--- src/hw/rtl/bts_pkg.sv ---
// ============================================================================
// bts_pkg
// Request/result payload types and request codes for the bilinear texel sampler
// ============================================================================
`default_nettype none

package bts_pkg;

    localparam logic [1:0] REQ_WRITE    = 2'd0;
    localparam logic [1:0] REQ_READ     = 2'd1;
    localparam logic [1:0] REQ_SAMPLE   = 2'd2;
    localparam logic [1:0] REQ_RESERVED = 2'd3;

    localparam logic CFG_WIDTH  = 1'b0;
    localparam logic CFG_HEIGHT = 1'b1;

    typedef struct packed {
        logic [1:0]         req_type;
        logic signed [15:0] pixel_x;
        logic signed [15:0] pixel_y;
        logic [16:0]        sample_u;
        logic [16:0]        sample_v;
        logic [7:0]         write_red;
        logic [7:0]         write_green;
        logic [7:0]         write_blue;
        logic [7:0]         write_alpha;
    } req_t;

    typedef struct packed {
        logic [15:0] out_red;
        logic [15:0] out_green;
        logic [15:0] out_blue;
        logic [15:0] out_alpha;
    } res_t;

endpackage

`default_nettype wire

--- src/hw/rtl/bts_front.sv ---
// ============================================================================
// bts_front
// Classifies requests and works out clamped texel coordinates and fractions
// ============================================================================
`default_nettype none

module bts_front #(
    parameter int XW = 8,
    parameter int YW = 8,
    parameter int MAX_WIDTH = 256,
    parameter int MAX_HEIGHT = 256
) (
    input  wire logic              clk,
    input  wire logic              rst_n,
    input  wire bts_pkg::req_t     req,
    input  wire logic              req_valid,
    output logic                   req_stall,
    input  wire logic [8:0]        width_reg_in,
    input  wire logic [8:0]        height_reg_in,
    // to back: registered classified request
    output logic                   f_valid,
    input  wire logic              f_stall,
    output logic                   f_wr,
    output logic                   f_smp,
    output logic [XW-1:0]          f_x1,
    output logic [XW-1:0]          f_x2,
    output logic [YW-1:0]          f_y1,
    output logic [YW-1:0]          f_y2,
    output logic [7:0]             f_fx,
    output logic [7:0]             f_fy,
    output logic [31:0]            f_data
);
    localparam int SW = (XW > YW ? XW : YW) + 1;

    logic [SW-1:0] w_eff, h_eff;
    logic          acc;
    logic          is_wr, is_rd, is_smp, wr_ok;
    logic [XW-1:0] cx, sx1, sx2;
    logic [YW-1:0] cy, sy1, sy2;
    logic [7:0]    sfx, sfy;
    logic [16:0]   pu, pv;
    logic [SW+16:0] su, sv;

    logic          valid_reg;
    logic          wr_reg, smp_reg;
    logic [XW-1:0] x1_reg, x2_reg;
    logic [YW-1:0] y1_reg, y2_reg;
    logic [7:0]    fx_reg, fy_reg;
    logic [31:0]   data_reg;

    // effective sizes, 0 acts as 1 and above maximum as maximum
    always_comb
    begin
        if (width_reg_in == 9'd0)
            w_eff = SW'(1);
        else if (32'(width_reg_in) > MAX_WIDTH)
            w_eff = SW'(MAX_WIDTH);
        else
            w_eff = SW'(width_reg_in);
        if (height_reg_in == 9'd0)
            h_eff = SW'(1);
        else if (32'(height_reg_in) > MAX_HEIGHT)
            h_eff = SW'(MAX_HEIGHT);
        else
            h_eff = SW'(height_reg_in);
    end

    // classify
    assign is_wr  = req.req_type == bts_pkg::REQ_WRITE;
    assign is_rd  = req.req_type == bts_pkg::REQ_READ;
    assign is_smp = req.req_type == bts_pkg::REQ_SAMPLE;
    assign wr_ok  = !req.pixel_x[15] && !req.pixel_y[15]
                    && (32'(req.pixel_x) < 32'(w_eff)) && (32'(req.pixel_y) < 32'(h_eff));

    // clamp to edge for reads
    always_comb
    begin
        if (req.pixel_x[15])
            cx = '0;
        else if (32'(req.pixel_x) > 32'(w_eff) - 1)
            cx = XW'(w_eff - SW'(1));
        else
            cx = XW'(req.pixel_x);
        if (req.pixel_y[15])
            cy = '0;
        else if (32'(req.pixel_y) > 32'(h_eff) - 1)
            cy = YW'(h_eff - SW'(1));
        else
            cy = YW'(req.pixel_y);
    end

    // sample positions scaled by size minus one
    always_comb
    begin
        pu  = req.sample_u[16] ? 17'h10000 : req.sample_u;
        pv  = req.sample_v[16] ? 17'h10000 : req.sample_v;
        su  = (SW+17)'(pu) * (SW+17)'(w_eff - SW'(1));
        sv  = (SW+17)'(pv) * (SW+17)'(h_eff - SW'(1));
        sx1 = XW'(su >> 16);
        sy1 = YW'(sv >> 16);
        sfx = su[15:8];
        sfy = sv[15:8];
        sx2 = (32'(sx1) + 1 > 32'(w_eff) - 1) ? sx1 : XW'(32'(sx1) + 1);
        sy2 = (32'(sy1) + 1 > 32'(h_eff) - 1) ? sy1 : YW'(32'(sy1) + 1);
    end

    assign req_stall = valid_reg && f_stall;
    assign acc       = req_valid && !req_stall
                       && ((is_wr && wr_ok) || is_rd || is_smp);

    // control register
    always_ff @(posedge clk or negedge rst_n)
    begin
        if (!rst_n)
            valid_reg <= 1'b0;
        else if (!req_stall)
            valid_reg <= acc;
    end

    // payload register
    always_ff @(posedge clk)
    begin
        if (acc)
        begin
            wr_reg   <= is_wr;
            smp_reg  <= is_smp;
            x1_reg   <= is_smp ? sx1 : (is_wr ? XW'(req.pixel_x) : cx);
            y1_reg   <= is_smp ? sy1 : (is_wr ? YW'(req.pixel_y) : cy);
            x2_reg   <= sx2;
            y2_reg   <= sy2;
            fx_reg   <= sfx;
            fy_reg   <= sfy;
            data_reg <= {req.write_alpha, req.write_blue, req.write_green, req.write_red};
        end
    end

    assign f_valid = valid_reg;
    assign f_wr    = wr_reg;
    assign f_smp   = smp_reg;
    assign f_x1    = x1_reg;
    assign f_x2    = x2_reg;
    assign f_y1    = y1_reg;
    assign f_y2    = y2_reg;
    assign f_fx    = fx_reg;
    assign f_fy    = fy_reg;
    assign f_data  = data_reg;

endmodule

`default_nettype wire

--- config.mk ---
export PLATFORM = sky130hd
export DESIGN_NAME = bts_front
export DESIGN_NICKNAME = d
export VERILOG_FILES = /design/src/hw/rtl/bts_pkg.sv /design/src/hw/rtl/bts_front.sv
export SDC_FILE = /design/constraint.sdc
export NUM_CORES = 1
export LEC_CHECK = 0
export ABC_AREA = 1
export BUFFER_PORTS_ARGS = -buffer_cell sky130_fd_sc_hd__buf_4
export CORE_UTILIZATION = 55
export DETAILED_ROUTE_END_ITERATION = 8
export GPL_TIMING_DRIVEN = 0
export PLACE_DENSITY = 0.87
export SLEW_MARGIN = 20
export SYNTH_ARGS = -nofsm -noshare
export SYNTH_HDL_FRONTEND = slang
export SYNTH_SLANG_ARGS = --single-unit
--- constraint.sdc ---
create_clock -name clk -period 14.2 [get_ports clk]
set_input_delay 1.42 -clock clk [delete_from_list [all_inputs] [get_ports clk]]
set_output_delay 1.42 -clock clk [all_outputs]
set_load 0.02 [all_outputs]
# After elaboration in Yosys (flattened, before gate mapping)

Cells that the tools add are included.

Flip-flop bits (word level): 83
Bits of input ports: 122
Output and inout port bits: 84
Logic and storage cells: 61

$add $sub $neg: 8
$mul: 2
Magnitude comparators: 8
Eq/ne operators: 2
Mux-type cells: 16
Reduce and logical (&&, ||, !) cells: 15

Operator list:

| cell                                                                   | count |
|---|---|
| 32-bit > comparator                                                    | 4 |
| 8-bit two-way mux                                                      | 10 |
| 32-bit by 9-bit < comparator with 1-bit output                         | 2 |
| 18-bit by 10-bit multiplier with 24-bit output                         | 2 |
| 9-bit by 1-bit subtractor with 10-bit output (second input constant)   | 4 |
| 9-bit two-way mux                                                      | 4 |
| 17-bit two-way mux                                                     | 2 |
| 8-bit by 1-bit adder with 9-bit output (second input constant)         | 2 |
| 9-bit > comparator (second input constant)                             | 2 |
| 9-bit logical NOT                                                      | 2 |
| 8-bit by 1-bit subtractor with 8-bit output (second input constant)    | 2 |
| 1-bit logical AND                                                      | 7 |
| 1-bit logical NOT                                                      | 3 |
| 2-bit by 1-bit equality test with 1-bit output (second input constant) | 1 |
| 2-bit equality test (second input constant)                            | 1 |
| 2-bit logical NOT                                                      | 1 |
| 1-bit logical OR                                                       | 2 |

# Logic depth before layout (Yosys ltp)

Word-level depth: 10
Gate-level depth with buffers: 53
Gate-level depth less buffers: 51

# Least setup slack after synthesis

No wires, ideal clock.

Path type: input to register
Start point: in width_reg_in[1]
End point: reg x2_reg[2] (netlist: f_x2[2]) (data pin)
Library setup time: 0.263 ns
Arrival: 8.846 ns
Data required time: 13.937 ns
Setup slack: 5.092 ns
Stages: 50
Path buffers: 3
Cell sequence: nor2_1 nand2_1 nor2_1 nand2_1 nand2_1 buf_2 inv_1 ha_1 inv_1 or2_2 nand2_1 inv_1 clkbuf_1 nand2_1 fa_1 inv_1 fa_1 inv_1 [14 not listed] nand2_1 nand2_1 nand2_1 inv_1 ha_1 xor2_1 inv_1 ha_1 nand2_1 inv_1 a221oi_1 o221ai_1 a21oi_1 or2_2 buf_2 inv_1 nand2_1 o21ai_0

Word-level cells in the longest chain between the ends: 8
Elaborated cells between the ends (all ways): 10
Those cells by class: add/sub (3); mul (1); order compare (2); mux (3); reduce/logical (1)

Ends and longest elaborated chain:

| element                                        | line                              | text |
|---|---|---|
| start: declaration                             | bts_front.sv:18                   | `input wire logic [8:0] width_reg_in,` |
| 9-bit > comparator                             | bts_front.sv:56                   | `else if (32'(width_reg_in) > MAX_WIDTH)` |
| 9-bit two-way mux                              | bts_front.sv:56                   |  |
| 9-bit two-way mux (*)                          | bts_front.sv:54                   | `if (width_reg_in == 9'd0)` |
| 9-bit by 1-bit subtractor with 10-bit output   | bts_front.sv:97, bts_front.sv:103 |  |
| 18-bit by 10-bit multiplier with 24-bit output | bts_front.sv:97                   | `su = (SW+17)'(pu) * (SW+17)'(w_eff - SW'(1));` |
| 8-bit by 1-bit adder with 9-bit output         | bts_front.sv:103                  | `sx2 = (32'(sx1) + 1 > 32'(w_eff) - 1) ? sx1 : XW'(32'(sx1) + 1);` |
| 32-bit > comparator                            | bts_front.sv:103                  |  |
| 8-bit two-way mux (*)                          | bts_front.sv:103                  |  |
| net sx2[2]                                     | bts_front.sv:38                   | `logic [XW-1:0] cx, sx1, sx2;` |
| end signal: assignment                         | bts_front.sv:129                  | `x2_reg <= sx2;` |
| end: declaration                               | bts_front.sv:46                   | `logic [XW-1:0] x1_reg, x2_reg;` |

The timed path passes the listed nets; every way through them passes the cells marked *.
A chain may end at the register's enable or synchronous reset.

# Worst setup path after layout

Start point: in width_reg_in[8]
End point: reg x2_reg[2] (netlist: f_x2[2]) (data pin)

Same word-level chain as after synthesis.

==> summary by stage <==
Synthesis
The synthesized design contains 83 register bits. The total standard cell area after synthesis is 0.0163 mm². The fraction of synthesized cell area taken by the top area cell type is approximately 29%. The portion of the post-synthesis area used by sequential elements is about 15%. The synthesized area per cell is approximately 7.9 µm².

The commonest cells after synthesis are 473 x inv_1, 445 x nand2_1, 234 x fa_1. The count of synthesis-stage warnings from yosys is 0. After Yosys synthesis, XOR and XNOR cells account for 1.55% of the synthesized area.

Yosys attributes the largest share of cell area to fa_1 29%, edfxtp_1 15%, ha_1 14%. In the synthesized netlist, mux cells make up 0% of the area. The area share of and/or/nand/nor cells after synthesis is roughly a fifth. The most used flip-flop cell after synthesis is edfxtp_1.

The share of synthesized flip-flops with an asynchronous set or reset is around 1.2%. The number of synthesized flops with an enable pin is 82. The number of distinct library cells after synthesis is 47. The synthesized design spends more area on one cell type than any other, namely fa_1. After Yosys synthesis, full adders, half adders and majority gates account for 43.0% of the synthesized area. Among all cell types in the netlist, the one instantiated most often is inv_1.

By area, the combinational part of the netlist is dominated by adder cells. Summing the areas of all compound-gate instances in the mapped netlist gives about 7% of the synthesized area. The number of standard cells after synthesis is 2051.

Global route
The number of global-route vias before repair is between 15000 and 20000. Entering global routing, the biggest net connects 28 pins. The number of antenna violations at the first check in global routing was 0.

The total congestion overflow after global routing is 0. Global routing used roughly 34% of the available tracks. The wire length of the first global-routing pass is just under 80000 µm.

Clock network
The H-tree generated during clock tree synthesis spans 3 levels. In this run, CTS created clock tree buffers numbering 9. TritonCTS built the clock tree. The root buffer cell chosen for the clock tree is clkbuf_16. CTS saw slightly above 80 sinks.

The worst-case clock buffer depth is 2. The number of gates resized after CTS is 0. Hold repair after CTS inserted 0 buffers.

The buffers inserted during post-CTS setup optimization is 0. The CTS clock-pin slew for the worst setup and hold paths is approximately 0.07 ns. The clock latency reported for the late side of the worst-skew pair is between 0.3 and 0.4 ns.

Cells and area
Relative to the synthesized area, the layout overhead comes to 15.8%. The storage element area is ~0.0025 mm². The multi-input combinational cell area is ~0.012 mm². The final net count is 2855. For this run, the share of the core covered by cells in the final layout is between 60% and 70%. The antenna diode count is 0.

Of the cells placed in the final design, the portion with a size suffix greater than 1 is about an eighth. The filler cells instantiated in the layout total 2397.

Placed design
Input and output buffers added on the ports amount to approximately 200. Routability-driven placement finished with a final weighted congestion of between 0.9 and 1. Before CTS, the worst setup slack after placement is 3.22 ns. Detailed placement ended at an HPWL of approximately 41000 µm.

Critical path
The largest fanout on the critical path is 10. STA classifies the critical path endpoint as a flip-flop. Broken down by cell family, the worst path's largest delay share belongs to adder cells. The critical path is of the input port to flip-flop type.

The buffer and inverter count on the worst path is 20. The data required time of the worst path is between 10 and 15 ns. The slowest library cell on the worst path is fa_1.

At the worst endpoint, the arrival time is approximately 11 ns. The delay contributed by the slowest stage of the critical path is 0.54 ns. The critical path launch point type is an input port. By instance count, the cell type seen most on the critical path is inv_1.

Route
In the routed layout, each cell is associated on average with a via count of 5.58. The final route contains approximately 15000 vias. The count of nets left with antenna violations once routing finished came out at 0. The number of violations reported at the end of detailed-routing iteration 0 is 1333. Before antenna repair, the detailed router went through 6 iterations. The post-detailed-route DRC marker count is 0.

The average wire per cell in the routed design is about 18 µm. The aggregate routed wire length is a little under 50000 µm.

Timing
The final count of pins violating max slew is 0. The hold violation count in the final report is 0. The final sum of negative setup slack is 0 ns. The worst path uses around three quarters of the clock period. Setup slack closes at around 3.5 ns. The slew at the pin closest to its max-slew limit is 0.952 ns. Setup repair after global routing left no endpoint under its margin. The max-slew headroom at the worst pin is roughly 37%. Timing would allow up to between 90 and 100 MHz.

For the final database, setup skew stands at between 0.008 and 0.009 ns. Counting I/O delays and the setup requirement, the final critical path takes 10.73 ns. Setup violations remaining at the end of the flow were counted as 0.

Power and ir drop
The part of the power in the clock network is 5.7%. The combinational group share of total power is a little over four fifths. In this run switching power makes up roughly 58% of total power. The power dissipated by switching net loads is approximately 0.0024 W. The relative contribution of sequential cells to total power is between 10% and 20%. For this design the ratio of total power to cell area is 224 mW/mm². Cell internal power was estimated by the tool at between 0.0015 and 0.002 W. The leakage component of the power is around 10 nW. The worst supply voltage drop on vdd is 0.187 mV.

Die
The initial core utilization is a little under three fifths. From bottom edge to top edge, the die measures around 170 µm. The core footprint is between 0.02 and 0.03 mm².

~210 I/O pins were placed. The die covers 0.0303 mm². The die width is 174 µm. The row count is 62.

Outcome
The run finished with clean final reports.

Flow run
Max-cap violations in this run came to 0.

Hold path
The path class of the tightest hold or removal check is flip-flop to flip-flop.
[cell families after synthesis]
group,after synthesis
xor gates and xnor gates,28
adders and majority gates,420
and+or+nand+nor,819
other,2
AOI/OAI and AO/OA,190
buffers and inverters,509
DFF,83
[power by group through the flow]
| stage | sequential, W | combinational (W) | clock [W] |
|---|---|---|---|
| after CTS | 0.000470 | 0.00345 | 0.000241 |
| after global placement | 0.000477 | 0.00336 | 0 |
| after detailed placement | 0.000475 | 0.00343 | 0 |
| final | 0.000470 | 0.00352 | 0.000240 |
| after floorplan | 0.000543 | 0.00242 | 0 |
| after global routing | 0.000473 | 0.00393 | 0.000251 |
[worst register-to-register path, cell delays in order (launching register included)]
cell,delay [ns]
dfrtp_1,0.39
nand2_1,0.09
o211ai_1,0.12
a21oi_4,0.43
buf_8,0.23
buf_16,0.19
[final cells by class]
type                    count  share of cell area [%]
flip-flops and latches     83                    13.2
well taps                 384                    2.55
repair buffers            209                    8.61
inverters                 483                    9.64
plain buffers              26                   0.597
clock buffers               9                    1.19
multi-input cells        1501                    63.9
clock inverters             7                   0.385
[stage by stage]
stage               power [W]  hold WS, ns  std cells  instance area, µm²
CTS                   0.00417        0.629       2702               18900
floorplan             0.00296        0.843       2093               16500
finish                0.00423        0.629       2702               18900
global route          0.00465        0.687       2702               18900
detailed placement    0.00391        0.599       2686               18600
global placement      0.00383        0.587       2682               18500
[sequential cells by signal, summed over array words and instances (netlist names)]
| register | cells |
|---|---|
| f_y2 | 8 |
| f_y1 | 8 |
| f_data | 32 |
| f_x2 | 8 |
| f_fx | 8 |
| f_smp | 1 |
| f_valid | 1 |
| f_fy | 8 |
| f_wr | 1 |
| f_x1 | 8 |
[cells in the final DEF (no fill, tap or decap), drive strengths merged]
master	synthesis	routed
or2	6	6
o21ai	62	62
fa	234	234
buf	9	218
conb	2	44
ha	186	186
a31oi	4	4
nand2	471	471
a21oi	68	68
a221oi	3	3
nor4	9	9
a21o	4	4
inv	482	485
xnor2	8	8
o221ai	17	17
nor3b	1	1
clkinvlp	0	3
xor2	20	20
nand4	23	23
o211ai	14	14
nand3	70	70
o21a	7	7
nand3b	5	5
o21bai	11	11
and2	2	2
nor3	15	15
clkinv	1	2
dfrtp	1	1
and3	1	1
edfxtp	82	82
clkbuf	17	26
nor2	216	216
[final timing paths]
check | from | end | slack (ns) | depth (start not counted)
worst max-delay path | width_reg_in[8] | f_x2[2]$_DFFE_PP_ | 3.47 | 49
worst min-delay path | f_valid$_DFFE_PN0N_ | f_valid$_DFFE_PN0N_ | 0.63 | 3
worst max register to register | f_valid$_DFFE_PN0N_ | f_data[26]$_DFFE_PP_ | 12.44 | 5
worst min register to register | f_valid$_DFFE_PN0N_ | f_valid$_DFFE_PN0N_ | 0.63 | 3
max in group asynchronous | rst_n | f_valid$_DFFE_PN0N_ | 13.30 | 1
min in group asynchronous | rst_n | f_valid$_DFFE_PN0N_ | 0.82 | 1
[per-layer routing]
layer	GRT usage [%]	vias to the layer above	part of all wire, %
met2	56.7	919	47
met1	42.2	7136	39
met3	4.99	195	8.7
met4	16.3	0	5.0
li1	-	6831	-
met5	0	-	0
Note: power is estimated with default switching activity, not from simulation.
